### src/sv/lbt_pkg.sv
`timescale 1ns / 1ps
`default_nettype none

package lbt_pkg;

  // Window depth and price width
  localparam int WINDOW_MAX = 16;
  localparam int PRICE_BITS = 32;

  // Count wide enough to hold WINDOW_MAX itself
  localparam int CNT_W = $clog2(WINDOW_MAX + 1);

  // Break register
  localparam int BREAK_W = 5;
  localparam logic [BREAK_W-1:0] BREAK_BARS_RESET = BREAK_W'(3);

  typedef logic [PRICE_BITS-1:0] price_t;
  typedef logic [CNT_W-1:0]      count_t;

  // Verdict of one window cell on the incoming close
  typedef struct packed {
    logic beyond_up;   // close above both stored prices, or cell not in use
    logic beyond_dn;   // close below both stored prices, or cell not in use
  } cell_verdict_t;

endpackage : lbt_pkg

`default_nettype wire

### src/sv/lbt_intf.sv
`timescale 1ns / 1ps
`default_nettype none

// Input bar channel
interface lbt_in_if;
  logic           valid;
  logic           ready;
  lbt_pkg::price_t bar_open;
  logic [lbt_pkg::PRICE_BITS-1:0] bar_close;

  modport source (output valid, output bar_open, output bar_close, input ready);
  modport sink   (input valid, input bar_open, input bar_close, output ready);
endinterface : lbt_in_if

// Result channel
interface lbt_out_if;
  logic            valid;
  logic            ready;
  logic            trend_up;
  lbt_pkg::price_t brick_high;
  lbt_pkg::price_t brick_low;
  logic            new_brick;
  logic            reversed;

  modport source (output valid, output trend_up, output brick_high, output brick_low,
                  output new_brick, output reversed, input ready);
  modport sink   (input valid, input trend_up, input brick_high, input brick_low,
                  input new_brick, input reversed, output ready);
endinterface : lbt_out_if

// Configuration write channel
interface lbt_cfg_if;
  logic                         valid;
  logic                         ready;
  logic [lbt_pkg::BREAK_W-1:0]  data;

  modport source (output valid, output data, input ready);
  modport sink   (input valid, input data, output ready);
endinterface : lbt_cfg_if

`default_nettype wire

### src/sv/lbt_cell.sv
`timescale 1ns / 1ps
`default_nettype none

module lbt_cell (
  input  wire logic                   clk,
  input  wire logic                   shift_en,
  input  wire lbt_pkg::price_t        prev_open,
  input  wire lbt_pkg::price_t        prev_close,
  input  wire lbt_pkg::price_t        probe_close,
  input  wire logic                   in_use,
  output lbt_pkg::price_t             held_open,
  output lbt_pkg::price_t             held_close,
  output lbt_pkg::cell_verdict_t      verdict
);

  lbt_pkg::price_t open_r;
  lbt_pkg::price_t close_r;

  // Take the neighbour's bar on every accepted beat
  always_ff @(posedge clk) begin
    if (shift_en) begin
      open_r  <= prev_open;
      close_r <= prev_close;
    end
  end

  // Compare the incoming close against this cell's bar
  always_comb begin
    verdict.beyond_up = !in_use || ((probe_close > open_r) && (probe_close > close_r));
    verdict.beyond_dn = !in_use || ((probe_close < open_r) && (probe_close < close_r));
  end

  assign held_open  = open_r;
  assign held_close = close_r;

endmodule : lbt_cell

`default_nettype wire

### src/sv/line_break_trend_tracker.sv
`timescale 1ns / 1ps
`default_nettype none

// Line-break trend tracker. One closed bar (open, close) is taken per beat and
// one result beat follows for every bar, in the cycle after acceptance, from an
// output register; a new bar is taken in every cycle while the result side
// keeps up, so the sustained rate is one bar per cycle. The recent bars sit in
// a chain of WINDOW_MAX cells that shift by one place per accepted bar, and
// every cell compares the incoming close against its own bar in that same
// cycle, so the reversal check is combinational and adds no register. The window needs no
// clearing pass: a count of stored bars keeps unwritten cells out of the check.
// break_bars of zero acts as one and values above the window depth act as
// the window depth; write it only while no result is outstanding.
module line_break_trend_tracker (
  input  wire logic   clk,
  input  wire logic   rst_n,
  lbt_in_if.sink      in_bar,
  lbt_out_if.source   out_brick,
  lbt_cfg_if.sink     cfg_wr
);

  localparam int W = lbt_pkg::WINDOW_MAX;

  logic [lbt_pkg::BREAK_W-1:0] break_bars_r;
  lbt_pkg::count_t             bars_seen_r;
  lbt_pkg::count_t             bars_seen_nxt;
  logic                        trend_r;
  logic                        trend_nxt;
  lbt_pkg::price_t             upper_r;
  lbt_pkg::price_t             upper_nxt;
  lbt_pkg::price_t             lower_r;
  lbt_pkg::price_t             lower_nxt;
  logic                        made;
  logic                        rev;
  logic                        out_valid_r;
  logic                        take;

  lbt_pkg::count_t             n_eff;
  logic                        enough;
  logic                        all_up;
  logic                        all_dn;

  lbt_pkg::price_t             chain_open  [W+1];
  lbt_pkg::price_t             chain_close [W+1];
  lbt_pkg::cell_verdict_t      verdicts    [W];

  assign in_bar.ready = !out_valid_r || out_brick.ready;
  assign take         = in_bar.valid && in_bar.ready;
  assign cfg_wr.ready = 1'b1;

  // Hold the break register
  always_ff @(posedge clk) begin
    if (!rst_n) begin
      break_bars_r <= lbt_pkg::BREAK_BARS_RESET;
    end else if (cfg_wr.valid) begin
      break_bars_r <= cfg_wr.data;
    end
  end

  // Clamp the break count into one to the window depth
  always_comb begin
    if (break_bars_r == '0) begin
      n_eff = lbt_pkg::CNT_W'(1);
    end else if (lbt_pkg::CNT_W'(break_bars_r) > lbt_pkg::CNT_W'(W)) begin
      n_eff = lbt_pkg::CNT_W'(W);
    end else begin
      n_eff = lbt_pkg::CNT_W'(break_bars_r);
    end
  end

  // Chain of window cells, newest bar at the head
  assign chain_open[0]  = in_bar.bar_open;
  assign chain_close[0] = in_bar.bar_close;

  for (genvar k = 0; k < W; k++) begin : g_cell
    lbt_cell u_cell (
      .clk         (clk),
      .shift_en    (take),
      .prev_open   (chain_open[k]),
      .prev_close  (chain_close[k]),
      .probe_close (in_bar.bar_close),
      .in_use      (lbt_pkg::CNT_W'(k + 1) <= n_eff),
      .held_open   (chain_open[k+1]),
      .held_close  (chain_close[k+1]),
      .verdict     (verdicts[k])
    );
  end

  // Combine the cell verdicts
  always_comb begin
    all_up = 1'b1;
    all_dn = 1'b1;
    for (int k = 0; k < W; k++) begin
      all_up = all_up & verdicts[k].beyond_up;
      all_dn = all_dn & verdicts[k].beyond_dn;
    end
  end

  assign enough = (bars_seen_r >= n_eff);

  // Decide extension or reversal for the incoming bar
  always_comb begin
    trend_nxt = trend_r;
    upper_nxt = upper_r;
    lower_nxt = lower_r;
    made      = 1'b0;
    rev       = 1'b0;
    if (trend_r) begin
      if (in_bar.bar_close > upper_r) begin
        lower_nxt = upper_r;
        upper_nxt = in_bar.bar_close;
        made      = 1'b1;
      end else if ((in_bar.bar_close < lower_r) && enough && all_dn) begin
        trend_nxt = 1'b0;
        upper_nxt = lower_r;
        lower_nxt = in_bar.bar_close;
        made      = 1'b1;
        rev       = 1'b1;
      end
    end else begin
      if (in_bar.bar_close < lower_r) begin
        upper_nxt = lower_r;
        lower_nxt = in_bar.bar_close;
        made      = 1'b1;
      end else if ((in_bar.bar_close > upper_r) && enough && all_up) begin
        trend_nxt = 1'b1;
        lower_nxt = upper_r;
        upper_nxt = in_bar.bar_close;
        made      = 1'b1;
        rev       = 1'b1;
      end
    end
    bars_seen_nxt = (bars_seen_r < lbt_pkg::CNT_W'(W)) ? bars_seen_r + 1'b1 : bars_seen_r;
  end

  // Advance the brick state on each accepted beat
  always_ff @(posedge clk) begin
    if (!rst_n) begin
      trend_r     <= 1'b0;
      upper_r     <= '0;
      lower_r     <= '0;
      bars_seen_r <= '0;
    end else if (take) begin
      trend_r     <= trend_nxt;
      upper_r     <= upper_nxt;
      lower_r     <= lower_nxt;
      bars_seen_r <= bars_seen_nxt;
    end
  end

  // Hold the result beat until taken
  always_ff @(posedge clk) begin
    if (!rst_n) begin
      out_valid_r <= 1'b0;
    end else if (take) begin
      out_valid_r <= 1'b1;
    end else if (out_brick.ready) begin
      out_valid_r <= 1'b0;
    end
  end

  always_ff @(posedge clk) begin
    if (take) begin
      out_brick.trend_up   <= trend_nxt;
      out_brick.brick_high <= upper_nxt;
      out_brick.brick_low  <= lower_nxt;
      out_brick.new_brick  <= made;
      out_brick.reversed   <= rev;
    end
  end

  assign out_brick.valid = out_valid_r;

endmodule : line_break_trend_tracker

`default_nettype wire
### src/flat_wrapper.sv
// flat-port wrapper written by rule: the top's interface ports become plain ports
module line_break_trend_tracker_flat 
  (clk, rst_n, in_bar_valid, in_bar_bar_open, in_bar_bar_close, in_bar_ready, out_brick_valid, out_brick_trend_up, out_brick_brick_high, out_brick_brick_low, out_brick_new_brick, out_brick_reversed, out_brick_ready, cfg_wr_valid, cfg_wr_data, cfg_wr_ready);
  lbt_in_if in_bar_i ();
  lbt_out_if out_brick_i ();
  lbt_cfg_if cfg_wr_i ();
  input  wire logic clk;
  input  wire logic rst_n;
  input wire logic [$bits(in_bar_i.valid)-1:0] in_bar_valid;
  input wire logic [$bits(in_bar_i.bar_open)-1:0] in_bar_bar_open;
  input wire logic [$bits(in_bar_i.bar_close)-1:0] in_bar_bar_close;
  output wire logic [$bits(in_bar_i.ready)-1:0] in_bar_ready;
  output wire logic [$bits(out_brick_i.valid)-1:0] out_brick_valid;
  output wire logic [$bits(out_brick_i.trend_up)-1:0] out_brick_trend_up;
  output wire logic [$bits(out_brick_i.brick_high)-1:0] out_brick_brick_high;
  output wire logic [$bits(out_brick_i.brick_low)-1:0] out_brick_brick_low;
  output wire logic [$bits(out_brick_i.new_brick)-1:0] out_brick_new_brick;
  output wire logic [$bits(out_brick_i.reversed)-1:0] out_brick_reversed;
  input wire logic [$bits(out_brick_i.ready)-1:0] out_brick_ready;
  input wire logic [$bits(cfg_wr_i.valid)-1:0] cfg_wr_valid;
  input wire logic [$bits(cfg_wr_i.data)-1:0] cfg_wr_data;
  output wire logic [$bits(cfg_wr_i.ready)-1:0] cfg_wr_ready;
  assign in_bar_i.valid = in_bar_valid;
  assign in_bar_i.bar_open = in_bar_bar_open;
  assign in_bar_i.bar_close = in_bar_bar_close;
  assign in_bar_ready = in_bar_i.ready;
  assign out_brick_valid = out_brick_i.valid;
  assign out_brick_trend_up = out_brick_i.trend_up;
  assign out_brick_brick_high = out_brick_i.brick_high;
  assign out_brick_brick_low = out_brick_i.brick_low;
  assign out_brick_new_brick = out_brick_i.new_brick;
  assign out_brick_reversed = out_brick_i.reversed;
  assign out_brick_i.ready = out_brick_ready;
  assign cfg_wr_i.valid = cfg_wr_valid;
  assign cfg_wr_i.data = cfg_wr_data;
  assign cfg_wr_ready = cfg_wr_i.ready;
  line_break_trend_tracker u_core (.clk(clk), .rst_n(rst_n), .in_bar(in_bar_i), .out_brick(out_brick_i), .cfg_wr(cfg_wr_i));
endmodule
### config.mk
export PLATFORM = sky130hd
export DESIGN_NAME = line_break_trend_tracker_flat
export DESIGN_NICKNAME = d
export VERILOG_FILES = /design/src/sv/lbt_pkg.sv /design/src/sv/lbt_intf.sv /design/src/sv/lbt_cell.sv /design/src/sv/line_break_trend_tracker.sv /design/src/flat_wrapper.sv
export SDC_FILE = /design/constraint.sdc
export NUM_CORES = 2
export LEC_CHECK = 0
export CELL_PAD_IN_SITES_DETAIL_PLACEMENT = 0
export CELL_PAD_IN_SITES_GLOBAL_PLACEMENT = 1
export CORE_MARGIN = 2
export CORE_UTILIZATION = 35
export DETAILED_ROUTE_END_ITERATION = 10
export DONT_BUFFER_PORTS = 1
export PLACE_DENSITY = 0.63
export RECOVER_POWER = 50
export SLEW_MARGIN = 20
export SYNTH_ARGS = -nofsm -noshare
export SYNTH_HDL_FRONTEND = slang
export SYNTH_SLANG_ARGS = --single-unit
### constraint.sdc
create_clock -name clk -period 48.6 [get_ports clk]
set_input_delay 7.29 -clock clk [delete_from_list [all_inputs] [get_ports clk]]
set_output_delay 7.29 -clock clk [all_outputs]
set_load 0.005 [all_outputs]
==> impl_metrics.sql <==
INSERT INTO impl_metrics (metric_group, metric, value, unit) VALUES
('place', 'place.gp.congestion', '0.900', ''),
('worst_setup_path', 'reg2reg_slack', '40.49', 'ns'),
('synth', 'ys_top_cells_by_area', 'edfxtp_1, ha_1, inv_1', ''),
('cts', 'cts_buffer_depth', '3', ''),
('worst_setup_path', 'criticalPathCategory', 'in2out', ''),
('sta', 'timing.max_slew.rel_slack', '-2.05', ''),
('power', 'ir_drop', '24.4', 'uV'),
('synth', 'synth_cell_types', '70', ''),
('synth', 'synth_edf_count', '1091', ''),
('die', 'io_pins', '144', ''),
('run', 'max-cap-violations', '1', ''),
('sta', 'max_slew.worst_pin.slew', '4.55', 'ns'),
('layout', 'final_nets', '6643', ''),
('outcome', 'violations', 'max-capacitance violations, max-slew violations', ''),
('sta', 'period_share', '0.303', ''),
('die', 'die_area', '185000', 'um^2'),
('die', 'die-width', '431', 'um'),
('sta', 'report.final.slew_viol_count', '112', ''),
('detailed_routing', 'via_per_inst', '4.98', ''),
('cts', 'cts.sinks', '1167', ''),
('layout', 'area_delta_synth_final', '11.4', '%'),
('worst_setup_path', 'crit_path_cell_trace', 'nand2b_1', ''),
('worst_setup_path', 'end_kind', 'output pin', ''),
('power', 'leakage', '31.1', 'nW'),
('synth', 'synthesis.area_per_instance', '11.9', 'um^2'),
('worst_setup_path', 'required', '41.31', 'ns'),
('cts', 'hold_buffers', '0', ''),
('synth', 'synth_warnings', '0', ''),
('worst_setup_path', 'critPathMaxStageDelay', '0.17', 'ns'),
('synth', 'dominantRegCellSynth', 'edfxtp_1', ''),
('synth', 'synth_area', '63700', 'um^2'),
('sta', 'final.setup_skew', '0.0274', 'ns'),
('cts', 'cts.repair_timing.setup_buffer_count', '0', ''),
('layout', 'multi_input_logic_area', '25100', 'um^2'),
('synth', 'synth_area_leader_cell', 'edfxtp_1', ''),
('worst_setup_path', 'worst-endpoint-arrival', '7.46', 'ns'),
('synth', 'yosys.cell_count.top_type', 'ha_1', ''),
('worst_setup_path', 'worst_path_dominant_cell_family', 'simple AND/OR/NAND/NOR gates', ''),
('sta', 'timing.hold.ws', '0.435', 'ns'),
('worst_setup_path', 'cp_num_buf_inv', '0', ''),
('grt', 'grt_antenna_before_repair', '5', ''),
('cts', 'ctsRootBufferMaster', 'clkbuf_16', ''),
('layout', 'drive_above_1_share', '0.0436', ''),
('grt', 'grt_util_all_layers', '0.160', ''),
('cts', 'clock_insertion_delay_worst_skew', '0.76', 'ns'),
('place', 'detailedPlacementHpwl', '102000', 'um'),
('place', 'port_buffers', '0', ''),
('synth', 'synth.top_cell.area_share', '0.514', ''),
('cts', 'htree_num_levels', '4', ''),
('die', 'floorplan.die.height', '431', 'um'),
('layout', 'final_util', '0.392', ''),
('sta', 'finalHoldViolations', '0', ''),
('sta', 'max_freq', '67.8', 'MHz'),
('cts', 'cts_tree', 'done', ''),
('outcome', 'run_status', 'finished, violations left', ''),
('cts', 'cts_repair_resize_count', '0', ''),
('grt', 'grt_overflow_total', '0', ''),
('grt', 'grt_first_pass_wirelength', '228000', 'um'),
('layout', 'number_of_inserted_filler_cells_in_the_final_layout', '17200', ''),
('grt', 'grt_start_max_net_pins', '163', ''),
('grt', 'vias_in_the_first_global_route', '40300', ''),
('cts', 'clock_transition_at_the_registers_of_the_reported_paths', '0.06', 'ns'),
('detailed_routing', 'wl_per_cell', '18.4', 'um'),
('detailed_routing', 'drc', '0', ''),
('detailed_routing', 'postRouteWirelength', '146000', 'um'),
('power', 'power_density', '34.5', 'nW/um^2'),
('synth', 'sequential_cell_area_fraction_in_the_yosys_report', '0.538', ''),
('sta', 'period_minus_slack', '14.75', 'ns'),
('power', 'p_total', '0.00245', 'W'),
('layout', 'flip_flop_and_latch_area', '34300', 'um^2'),
('worst_setup_path', 'crit_path_top_delay_cell', 'nand2b_1', '');
## worst paths after layout
path	start	end	cells after the start
setup / recovery	out_brick_ready	in_bar_ready	1
hold / removal	u_core.g_cell[4].u_cell.held_close[15]	u_core.g_cell[5].u_cell.held_close[15]	0
setup reg to reg	u_core.out_brick.valid	u_core.g_cell[0].u_cell.held_open[17]	7
hold reg to reg	u_core.g_cell[4].u_cell.held_close[15]	u_core.g_cell[5].u_cell.held_close[15]	0
## layout make-up
type	count	area share
well taps	2370	0.0418
clock buffers	175	0.0536
clock inverters	66	0.00550
multi-input cells	3042	0.354
diodes	3	0.000106
flip-flops and latches	1167	0.483
repair buffers	32	0.00356
inverters	1091	0.0577
## per-layer routing
| layer | vias up | track usage | wire length (um) |
|---|---|---|---|
| met5 | - | 0 | 11 |
| met4 | 2 | 0.0763 | 7130 |
| met3 | 285 | 0.0292 | 6430 |
| met2 | 664 | 0.259 | 65800 |
| met1 | 18700 | 0.206 | 66600 |
| li1 | 19900 | - | - |
## cell families after synthesis
family / count (synthesis) / synth area share
compound gates: 1084 / 0.109
xor+xnor: 2 / 0.000275
simple gates: 857 / 0.0693
other cells: 1 / 0.0000589
mux: 5 / 0.000786
flops: 1167 / 0.538
fa+ha+maj: 1093 / 0.215
buf+inv: 1130 / 0.0677
## sequential cells by signal (all words and copies together) (netlist names)
name                             flops
u_core.out_brick.trend_up            1
u_core.trend_r                       1
u_core.upper_r                      32
u_core.g_cell.u_cell.held_close    512
u_core.out_brick.brick_low          32
u_core.out_brick.valid               1
u_core.bars_seen_r                   5
u_core.out_brick.new_brick           1
u_core.break_bars_r                  5
u_core.lower_r                      32
u_core.out_brick.reversed            1
u_core.out_brick.brick_high         32
u_core.g_cell.u_cell.held_open     512
## cell usage in the layout (no fill, tap or decap), drive strengths merged, types with 63 or more instances in the layout
cell type	instances
clkbuf	175
edfxtp	1091
nand2	240
a21oi	438
o2bb2ai	63
nand4	219
nor2	82
dfxtp	76
a22oi	67
ha	1093
a21o	119
inv	1097
nand3	135
o21ai	166
## power breakdown
part	switching, W	leakage (nW)	internal [W]	total [W]
sequential	0.0000315	11.2	0.00118	0.00121
clock	0.000409	2.05	0.000561	0.000970
combinational	0.000163	17.9	0.000104	0.000267
## stage by stage
stage,cell area [um^2],cells
floorplan,63700,5339
global placement,66700,7702
detailed placement,66700,7702
CTS,70900,7943
global route,70900,7946
finish,70900,7946
No activity file was read; power rests on OpenSTA's default activity.
